==> config.mk <==
export PLATFORM = sky130hd
export DESIGN_NAME = telnet_command_filter_flat
export DESIGN_NICKNAME = d
export VERILOG_FILES = /design/src/sv/tcf_pkg.sv /design/src/sv/tcf_if.sv /design/src/sv/telnet_command_filter.sv /design/src/sv/tcf_parser.sv /design/src/flat_wrapper.sv
export SDC_FILE = /design/constraint.sdc
export NUM_CORES = 1
export LEC_CHECK = 0
export ABC_AREA = 0
export BUFFER_PORTS_ARGS = -buffer_cell sky130_fd_sc_hd__buf_2
export CAP_MARGIN = 20
export CORE_MARGIN = 8
export CORE_UTILIZATION = 41
export CTS_BUF_LIST = sky130_fd_sc_hd__clkbuf_16
export DETAILED_ROUTE_END_ITERATION = 6
export GPL_TIMING_DRIVEN = 0
export HOLD_SLACK_MARGIN = 0.1
export PLACE_DENSITY = 0.86
export SLEW_MARGIN = 30
export SYNTH_ARGS = -nofsm -noshare
export SYNTH_HDL_FRONTEND = slang
export SYNTH_SLANG_ARGS = --single-unit
==> constraint.sdc <==
create_clock -name i_clk -period 3 [get_ports i_clk]
set_clock_uncertainty 0.1 [all_clocks]
set_input_delay 0 -clock i_clk [delete_from_list [all_inputs] [get_ports i_clk]]
set_output_delay 0 -clock i_clk [all_outputs]
set_load 0.1 [all_outputs]
==> src/sv/tcf_pkg.sv <==
`timescale 1ns / 1ps
`default_nettype none
// ----------------------------------------------------------------------------
// tcf_pkg
// Shared types and constants of the telnet command filter: command codes,
// parser modes, result kinds and the configuration register map.
// ----------------------------------------------------------------------------
package tcf_pkg;

    localparam int BYTE_W  = 8;
    localparam int KIND_W  = 2;
    localparam int PADDR_W = 3;
    localparam int PDATA_W = 32;

    localparam logic [BYTE_W-1:0] TN_IAC  = 8'd255;
    localparam logic [BYTE_W-1:0] TN_DONT = 8'd254;
    localparam logic [BYTE_W-1:0] TN_DO   = 8'd253;
    localparam logic [BYTE_W-1:0] TN_WONT = 8'd252;
    localparam logic [BYTE_W-1:0] TN_WILL = 8'd251;

    // Register index, taken from paddr[2] (one 32-bit register per word).
    localparam logic REG_FORWARD_DATA = 1'b0;
    localparam logic FORWARD_RESET    = 1'b1;

    typedef enum logic [2:0] {
        MODE_DATA     = 3'd0,
        MODE_IAC      = 3'd1,
        MODE_OPT_DO   = 3'd2,
        MODE_OPT_DONT = 3'd3,
        MODE_OPT_WILL = 3'd4,
        MODE_OPT_WONT = 3'd5
    } t_mode;

    typedef enum logic [KIND_W-1:0] {
        KIND_DATA = 2'd0,
        KIND_WONT = 2'd1,
        KIND_DONT = 2'd2
    } t_kind;

    typedef struct packed {
        logic              emit;
        t_kind             kind;
        logic [BYTE_W-1:0] value;
    } t_result;

endpackage
`default_nettype wire

==> src/sv/tcf_if.sv <==
`timescale 1ns / 1ps
`default_nettype none
// ----------------------------------------------------------------------------
// tcf_if
// Valid/ready channels of the telnet command filter: received bytes in,
// data bytes and refusal requests out.
// ----------------------------------------------------------------------------
interface tcf_rx_if;
    logic                       valid;
    logic                       ready;
    logic [tcf_pkg::BYTE_W-1:0] rx_byte;

    modport source (output valid, output rx_byte, input ready);
    modport sink   (input valid, input rx_byte, output ready);
endinterface

interface tcf_res_if;
    logic                       valid;
    logic                       ready;
    logic [tcf_pkg::KIND_W-1:0] out_kind;
    logic [tcf_pkg::BYTE_W-1:0] out_value;

    modport source (output valid, output out_kind, output out_value, input ready);
    modport sink   (input valid, input out_kind, input out_value, output ready);
endinterface
`default_nettype wire

==> src/sv/telnet_command_filter.sv <==
`timescale 1ns / 1ps
`default_nettype none
// ----------------------------------------------------------------------------
// telnet_command_filter
// Receive-side telnet filter: strips IAC command sequences, passes data bytes
// on if forward_data is set and asks for IAC WONT / IAC DONT replies to DO / WILL.
// ----------------------------------------------------------------------------
//  Channel  Dir  Handshake        Payload
//  i_rx     in   valid / ready    rx_byte[7:0]
//  o_res    out  valid / ready    out_kind[1:0], out_value[7:0]
//  APB      in   psel / penable   paddr[2:0], pwdata[31:0] (forward_data)
//
//  One item per cycle sustained while o_res is not stalled. An accepted byte
//  passes the input register, then the result register, before its result is
//  on o_res. The parse mode is the only loop and updates once per byte.
//  When the result register is stalled, one more byte is held in the input
//  register before i_rx.ready drops.
//  Reset is synchronous: parse mode to normal data, forwarding enabled.
// ----------------------------------------------------------------------------
module telnet_command_filter (
    input  wire logic                        i_clk,
    input  wire logic                        i_rst_n,
    tcf_rx_if.sink                           i_rx,
    tcf_res_if.source                        o_res,
    input  wire logic                        psel,
    input  wire logic                        penable,
    input  wire logic                        pwrite,
    input  wire logic [tcf_pkg::PADDR_W-1:0] paddr,
    input  wire logic [tcf_pkg::PDATA_W-1:0] pwdata,
    output logic      [tcf_pkg::PDATA_W-1:0] prdata,
    output logic                             pready
);

    logic                       r_in_valid;
    logic [tcf_pkg::BYTE_W-1:0] r_in_byte;
    logic                       r_out_valid;
    logic [tcf_pkg::KIND_W-1:0] r_out_kind;
    logic [tcf_pkg::BYTE_W-1:0] r_out_value;
    logic                       r_fwd;

    logic             w_out_free;
    logic             w_step;
    tcf_pkg::t_result w_res;

    assign w_out_free = !r_out_valid || o_res.ready;
    assign w_step     = r_in_valid && w_out_free;
    assign i_rx.ready = !r_in_valid || w_step;

    tcf_parser u_parser (
        .i_clk   (i_clk),
        .i_rst_n (i_rst_n),
        .i_step  (w_step),
        .i_byte  (r_in_byte),
        .i_fwd   (r_fwd),
        .o_res   (w_res)
    );

    always_ff @(posedge i_clk) begin
        if (!i_rst_n) begin
            r_in_valid <= 1'b0;
        end else if (i_rx.ready) begin
            r_in_valid <= i_rx.valid;
        end
    end

    always_ff @(posedge i_clk) begin
        if (i_rx.ready && i_rx.valid) begin
            r_in_byte <= i_rx.rx_byte;
        end
    end

    always_ff @(posedge i_clk) begin
        if (!i_rst_n) begin
            r_out_valid <= 1'b0;
        end else if (w_step) begin
            r_out_valid <= w_res.emit;
        end else if (o_res.ready) begin
            r_out_valid <= 1'b0;
        end
    end

    always_ff @(posedge i_clk) begin
        if (w_step && w_res.emit) begin
            r_out_kind  <= tcf_pkg::KIND_W'(w_res.kind);
            r_out_value <= w_res.value;
        end
    end

    assign o_res.valid     = r_out_valid;
    assign o_res.out_kind  = r_out_kind;
    assign o_res.out_value = r_out_value;

    // Register file: only forward_data; other words read as zero.
    always_ff @(posedge i_clk) begin
        if (!i_rst_n) begin
            r_fwd <= tcf_pkg::FORWARD_RESET;
        end else if (psel && penable && pwrite && pready
                     && (paddr[2] == tcf_pkg::REG_FORWARD_DATA)) begin
            r_fwd <= pwdata[0];
        end
    end

    always_comb begin
        prdata = '0;
        if (paddr[2] == tcf_pkg::REG_FORWARD_DATA) begin
            prdata[0] = r_fwd;
        end
    end

    assign pready = 1'b1;

endmodule
`default_nettype wire

==> src/sv/tcf_parser.sv <==
`timescale 1ns / 1ps
`default_nettype none
// ----------------------------------------------------------------------------
// tcf_parser
// Telnet command parser: holds the parse mode and decides, for one byte,
// whether a data byte or an option refusal is emitted.
// ----------------------------------------------------------------------------
module tcf_parser (
    input  wire logic                       i_clk,
    input  wire logic                       i_rst_n,
    input  wire logic                       i_step,
    input  wire logic [tcf_pkg::BYTE_W-1:0] i_byte,
    input  wire logic                       i_fwd,
    output tcf_pkg::t_result                o_res
);

    tcf_pkg::t_mode r_mode;
    tcf_pkg::t_mode n_mode;

    always_comb begin
        n_mode = tcf_pkg::MODE_DATA;
        case (r_mode)
            tcf_pkg::MODE_IAC: begin
                if (i_byte == tcf_pkg::TN_DO) begin
                    n_mode = tcf_pkg::MODE_OPT_DO;
                end else if (i_byte == tcf_pkg::TN_DONT) begin
                    n_mode = tcf_pkg::MODE_OPT_DONT;
                end else if (i_byte == tcf_pkg::TN_WILL) begin
                    n_mode = tcf_pkg::MODE_OPT_WILL;
                end else if (i_byte == tcf_pkg::TN_WONT) begin
                    n_mode = tcf_pkg::MODE_OPT_WONT;
                end
            end
            tcf_pkg::MODE_OPT_DO,
            tcf_pkg::MODE_OPT_DONT,
            tcf_pkg::MODE_OPT_WILL,
            tcf_pkg::MODE_OPT_WONT: begin
                n_mode = tcf_pkg::MODE_DATA;
            end
            default: begin
                if (i_byte == tcf_pkg::TN_IAC) begin
                    n_mode = tcf_pkg::MODE_IAC;
                end
            end
        endcase
    end

    always_comb begin
        o_res.emit  = 1'b0;
        o_res.kind  = tcf_pkg::KIND_DATA;
        o_res.value = i_byte;
        case (r_mode)
            tcf_pkg::MODE_IAC: begin
                // A doubled IAC is one literal data byte of 255.
                o_res.emit = (i_byte == tcf_pkg::TN_IAC) && i_fwd;
            end
            tcf_pkg::MODE_OPT_DO: begin
                o_res.emit = 1'b1;
                o_res.kind = tcf_pkg::KIND_WONT;
            end
            tcf_pkg::MODE_OPT_WILL: begin
                o_res.emit = 1'b1;
                o_res.kind = tcf_pkg::KIND_DONT;
            end
            tcf_pkg::MODE_OPT_DONT,
            tcf_pkg::MODE_OPT_WONT: begin
                o_res.emit = 1'b0;
            end
            default: begin
                o_res.emit = (i_byte != tcf_pkg::TN_IAC) && i_fwd;
            end
        endcase
    end

    always_ff @(posedge i_clk) begin
        if (!i_rst_n) begin
            r_mode <= tcf_pkg::MODE_DATA;
        end else if (i_step) begin
            r_mode <= n_mode;
        end
    end

endmodule
`default_nettype wire

==> src/flat_wrapper.sv <==
// flat-port wrapper written by rule: the top's interface ports become plain ports
module telnet_command_filter_flat 
  (i_clk, i_rst_n, psel, penable, pwrite, paddr, pwdata, prdata, pready, i_rx_valid, i_rx_rx_byte, i_rx_ready, o_res_valid, o_res_out_kind, o_res_out_value, o_res_ready);
  tcf_rx_if i_rx_i ();
  tcf_res_if o_res_i ();
  input  wire logic i_clk;
  input  wire logic i_rst_n;
  input  wire logic psel;
  input  wire logic penable;
  input  wire logic pwrite;
  input  wire logic [tcf_pkg::PADDR_W-1:0] paddr;
  input  wire logic [tcf_pkg::PDATA_W-1:0] pwdata;
  output logic      [tcf_pkg::PDATA_W-1:0] prdata;
  output logic pready;
  input wire logic [$bits(i_rx_i.valid)-1:0] i_rx_valid;
  input wire logic [$bits(i_rx_i.rx_byte)-1:0] i_rx_rx_byte;
  output wire logic [$bits(i_rx_i.ready)-1:0] i_rx_ready;
  output wire logic [$bits(o_res_i.valid)-1:0] o_res_valid;
  output wire logic [$bits(o_res_i.out_kind)-1:0] o_res_out_kind;
  output wire logic [$bits(o_res_i.out_value)-1:0] o_res_out_value;
  input wire logic [$bits(o_res_i.ready)-1:0] o_res_ready;
  assign i_rx_i.valid = i_rx_valid;
  assign i_rx_i.rx_byte = i_rx_rx_byte;
  assign i_rx_ready = i_rx_i.ready;
  assign o_res_valid = o_res_i.valid;
  assign o_res_out_kind = o_res_i.out_kind;
  assign o_res_out_value = o_res_i.out_value;
  assign o_res_i.ready = o_res_ready;
  telnet_command_filter u_core (.i_clk(i_clk), .i_rst_n(i_rst_n), .i_rx(i_rx_i), .o_res(o_res_i), .psel(psel), .penable(penable), .pwrite(pwrite), .paddr(paddr), .pwdata(pwdata), .prdata(prdata), .pready(pready));
endmodule
==> results.md <==
- Critical Path Max Stage Delay: 0.47 ns
- Final TNS setup: 0 ns
- Cell count after synthesis: 103
- Hold Path Class: in -> out
- CTS buffer count: 3
- WP depth: 4
- DR vias/cell: 4.17
- H-tree depth: 1
- M2 GR Usage: 0.160
- Lkg Pwr: 0.788 nW
- Floorplan core area: 2730 sq um
- CP arrival: 1.74 ns
- Die Span X: 69.5 um
- Yosys cell types: 26
- Total track usage: 0.102
- Worst min-delay path startpoint: paddr[2]
- RSZ-0062 raised after global routing: no
- # Max-Cap Violations: 0
- Grt ovf: 0
- DRC viols: 0
- Global routing's busiest layer: met2
- Mapped cell area: 1170 sq um
- Post-synth EDFFs: 18
- Crit path launch type: flip-flop
- Synthesized area per cell: 11.4 sq um
- Crit. End Element: flip-flop
- Pwr Total: 0.978 mW
- Total die area: 4830 sq um
- Multi-input gate area: 384 sq um
- Crit path max fanout: 10
- Root Driver: clkbuf_16
- R2R Setup Slk: 1.06 ns
- GRT met3 Usage: 0.0501
- Fraction of layout cells with a size suffix above 1: 0.363
- Worst path cell trace: nand2_1 -> nor3_1 -> mux2i_1 -> a21oi_2
- Antenna violation net count after detailed routing: 0
- Die height: 69.5 um
- DRT Wirelength: 2.33 mm
- Tmin final: 1.94 ns
- Clock-pin slew on the worst setup and hold paths: 0.06 ns
- TritonRoute pass-1 iters: 4
- Port Buffer Count: 29
- Setup-failing EPs final: 0
- Synth top area share: 0.461
- Io pins: 95
- CTS tree: yes
- Fin nets: 230
- Largest cells by area after synthesis: edfxtp_1 (46%), buf_4 (20%), dfxtp_1 (10%), nand2_1 (2.9%), mux2i_1 (2.6%)
- Initial drt markers: 18
- Worst-Skew Late Latency: 0.26 ns
- Fin util: 0.615
- Outcome: finished clean
- Pins over their slew limit: 0
- Final hold slack: 0.297 ns
- Initial Utilization: 0.429
- Flops & latches, synth: 24
- Worst path slowest cell: a21oi_2
- Worst Hold Path EP: prdata[0]
- Worst r2r src: u_core.r_in_byte[0]
- Vias in the first global route: 899
- Final Hold Viols: 0
- N_diodes: 0
- Global-route wire length before repair: 3.94 mm
- Hold path depth: 3
- Filler cells: 222
- Most used DFF post-synth: edfxtp_1
- Max rail drop VDD: 0.000474 V
- Max Buffers Root-to-Sink: 2
- Power per Cell Area: 582 nW/um^2
- Seq/Total Area, Yosys: 0.564
- FMAX: 514 MHz
- Gpl congestion: 0.814
- Slew at the pin with the worst max-slew slack: 0.552 ns
- Initial antenna violation count: 0
- Post-CTS Setup Repair Bufs: 0
- Crit Reg-Reg Endpoint: u_core.o_res.out_value[1]
- Bufs and invs on worst path: 0
- Async set or reset register ratio after synthesis: 0
- Slew HR: 0.632
- Register area: 661 sq um
- Critical Path Start: u_core.r_in_byte[0]
- CP top delay family: compound AO/OA/AOI/OAI gates
- Routed len/inst: 11.1 um
- Critical Path RT: 2.79 ns
- Largest net degree at the start of global routing: 14
- Crit Path Class: reg -> reg
- Met1 Track Usage GR: 0.0946
- Row cnt: 19
- CTS sink count: 24
- Total number of vias: 876
- Final Cycle Share: 0.648
- Most numerous cell in the Yosys netlist: buf_4
- Biggest area consumer among synthesized cells: edfxtp_1
- Commonest cells post-synth: buf_4 (32), edfxtp_1 (18), nand2_1 (9), dfxtp_1 (6), a21oi_1 (5)
- Area growth, synth to finish: 43.4%
- Dpl hpwl: 1.85 mm
- R2R depth: 4
- Yosys warns: 0
-- flip-flops by register name, summed over array words and instances (netlist names) --
register and count:
u_core.o_res.out_kind 2, u_core.r_in_byte 8, u_core.o_res.out_value 8, u_core.o_res.valid 1, u_core.r_in_valid 1, u_core.r_fwd 1, u_core.u_parser.r_mode 3
-- what timing repair did --
| item | 4_1_cts | 5_1_grt |
|---|---|---|
| hold buffers | 13 | 0 |
| resized for setup | 0 | 0 |
| endpoints found under the hold margin | 14 | 0 |
-- worst min-delay path, stage by stage --
cell,delay [ns]
buf_2,0.08
nor2b_1,0.03
buf_2,0.28
-- where the power goes --
part	switching (mW)	total [mW]	internal (mW)	leakage, nW
Combinational	0.254	0.312	0.0576	0.527
Clock	0.107	0.285	0.178	0.0385
Sequential	0.00841	0.382	0.373	0.222
Total	0.369	0.978	0.609	0.788
-- final cells by class --
| class | instances | area share |
|---|---|---|
| Tap cell | 31 | 0.0231 |
| Clock buffer | 3 | 0.0446 |
| Multi-Input combinational cell | 76 | 0.228 |
| Timing Repair Buffer | 42 | 0.164 |
| Clock inverter | 1 | 0.00223 |
| Inverter | 1 | 0.00223 |
| Sequential cell | 24 | 0.393 |
| Buffer | 32 | 0.143 |
-- cells by family after synthesis --
family / share of synthesized area
AO/OA/AOI/OAI: 0.0491
XOR/XNOR: 0.00747
buffers and inverters: 0.208
flip-flops: 0.564
multiplexers: 0.0256
other: 0.00641
AND/OR/NAND/NOR: 0.140
-- through the flow --
step                instance area, sq um  setup slack, ns  std cells
floorplan                           1280            0.327        133
global route                        1680            0.946        210
CTS                                 1680            0.783        210
finish                              1680             1.06        210
global placement                    1470            0.822        193
detailed placement                  1470            0.783        193
-- cell usage in the layout (no fill, tap or decap), types with 3 or more instances in the layout --
| cell | count |
|---|---|
| nand2_1 | 9 |
| buf_4 | 32 |
| buf_2 | 29 |
| a21oi_1 | 4 |
| edfxtp_1 | 18 |
| mux2i_1 | 3 |
| clkbuf_16 | 3 |
| dfxtp_1 | 6 |
| conb_1 | 32 |
| nor2_1 | 4 |
| dlygate4sd3_1 | 13 |
-- routing by layer --
| metal | vias to the layer above | routed length (um) |
|---|---|---|
| li1 | 448 | - |
| met1 | 373 | 866 |
| met2 | 48 | 1130 |
| met3 | 7 | 240 |
| met4 | 0 | 89 |
| met5 | - | 0 |
-- how the worst max path moves through the flow --
stage	slack, ns	endpoint
2_1_floorplan	0.33	u_core.r_in_byte[0]
3_3_place_gp	0.82	u_core.o_res.out_value[6]
3_5_place_dp	0.78	u_core.o_res.out_value[7]
4_1_cts	0.78	u_core.o_res.out_value[2]
5_1_grt	0.95	u_core.o_res.out_value[0]
6_report	1.06	u_core.o_res.out_value[1]
No activity file was read; power rests on OpenSTA's default activity.
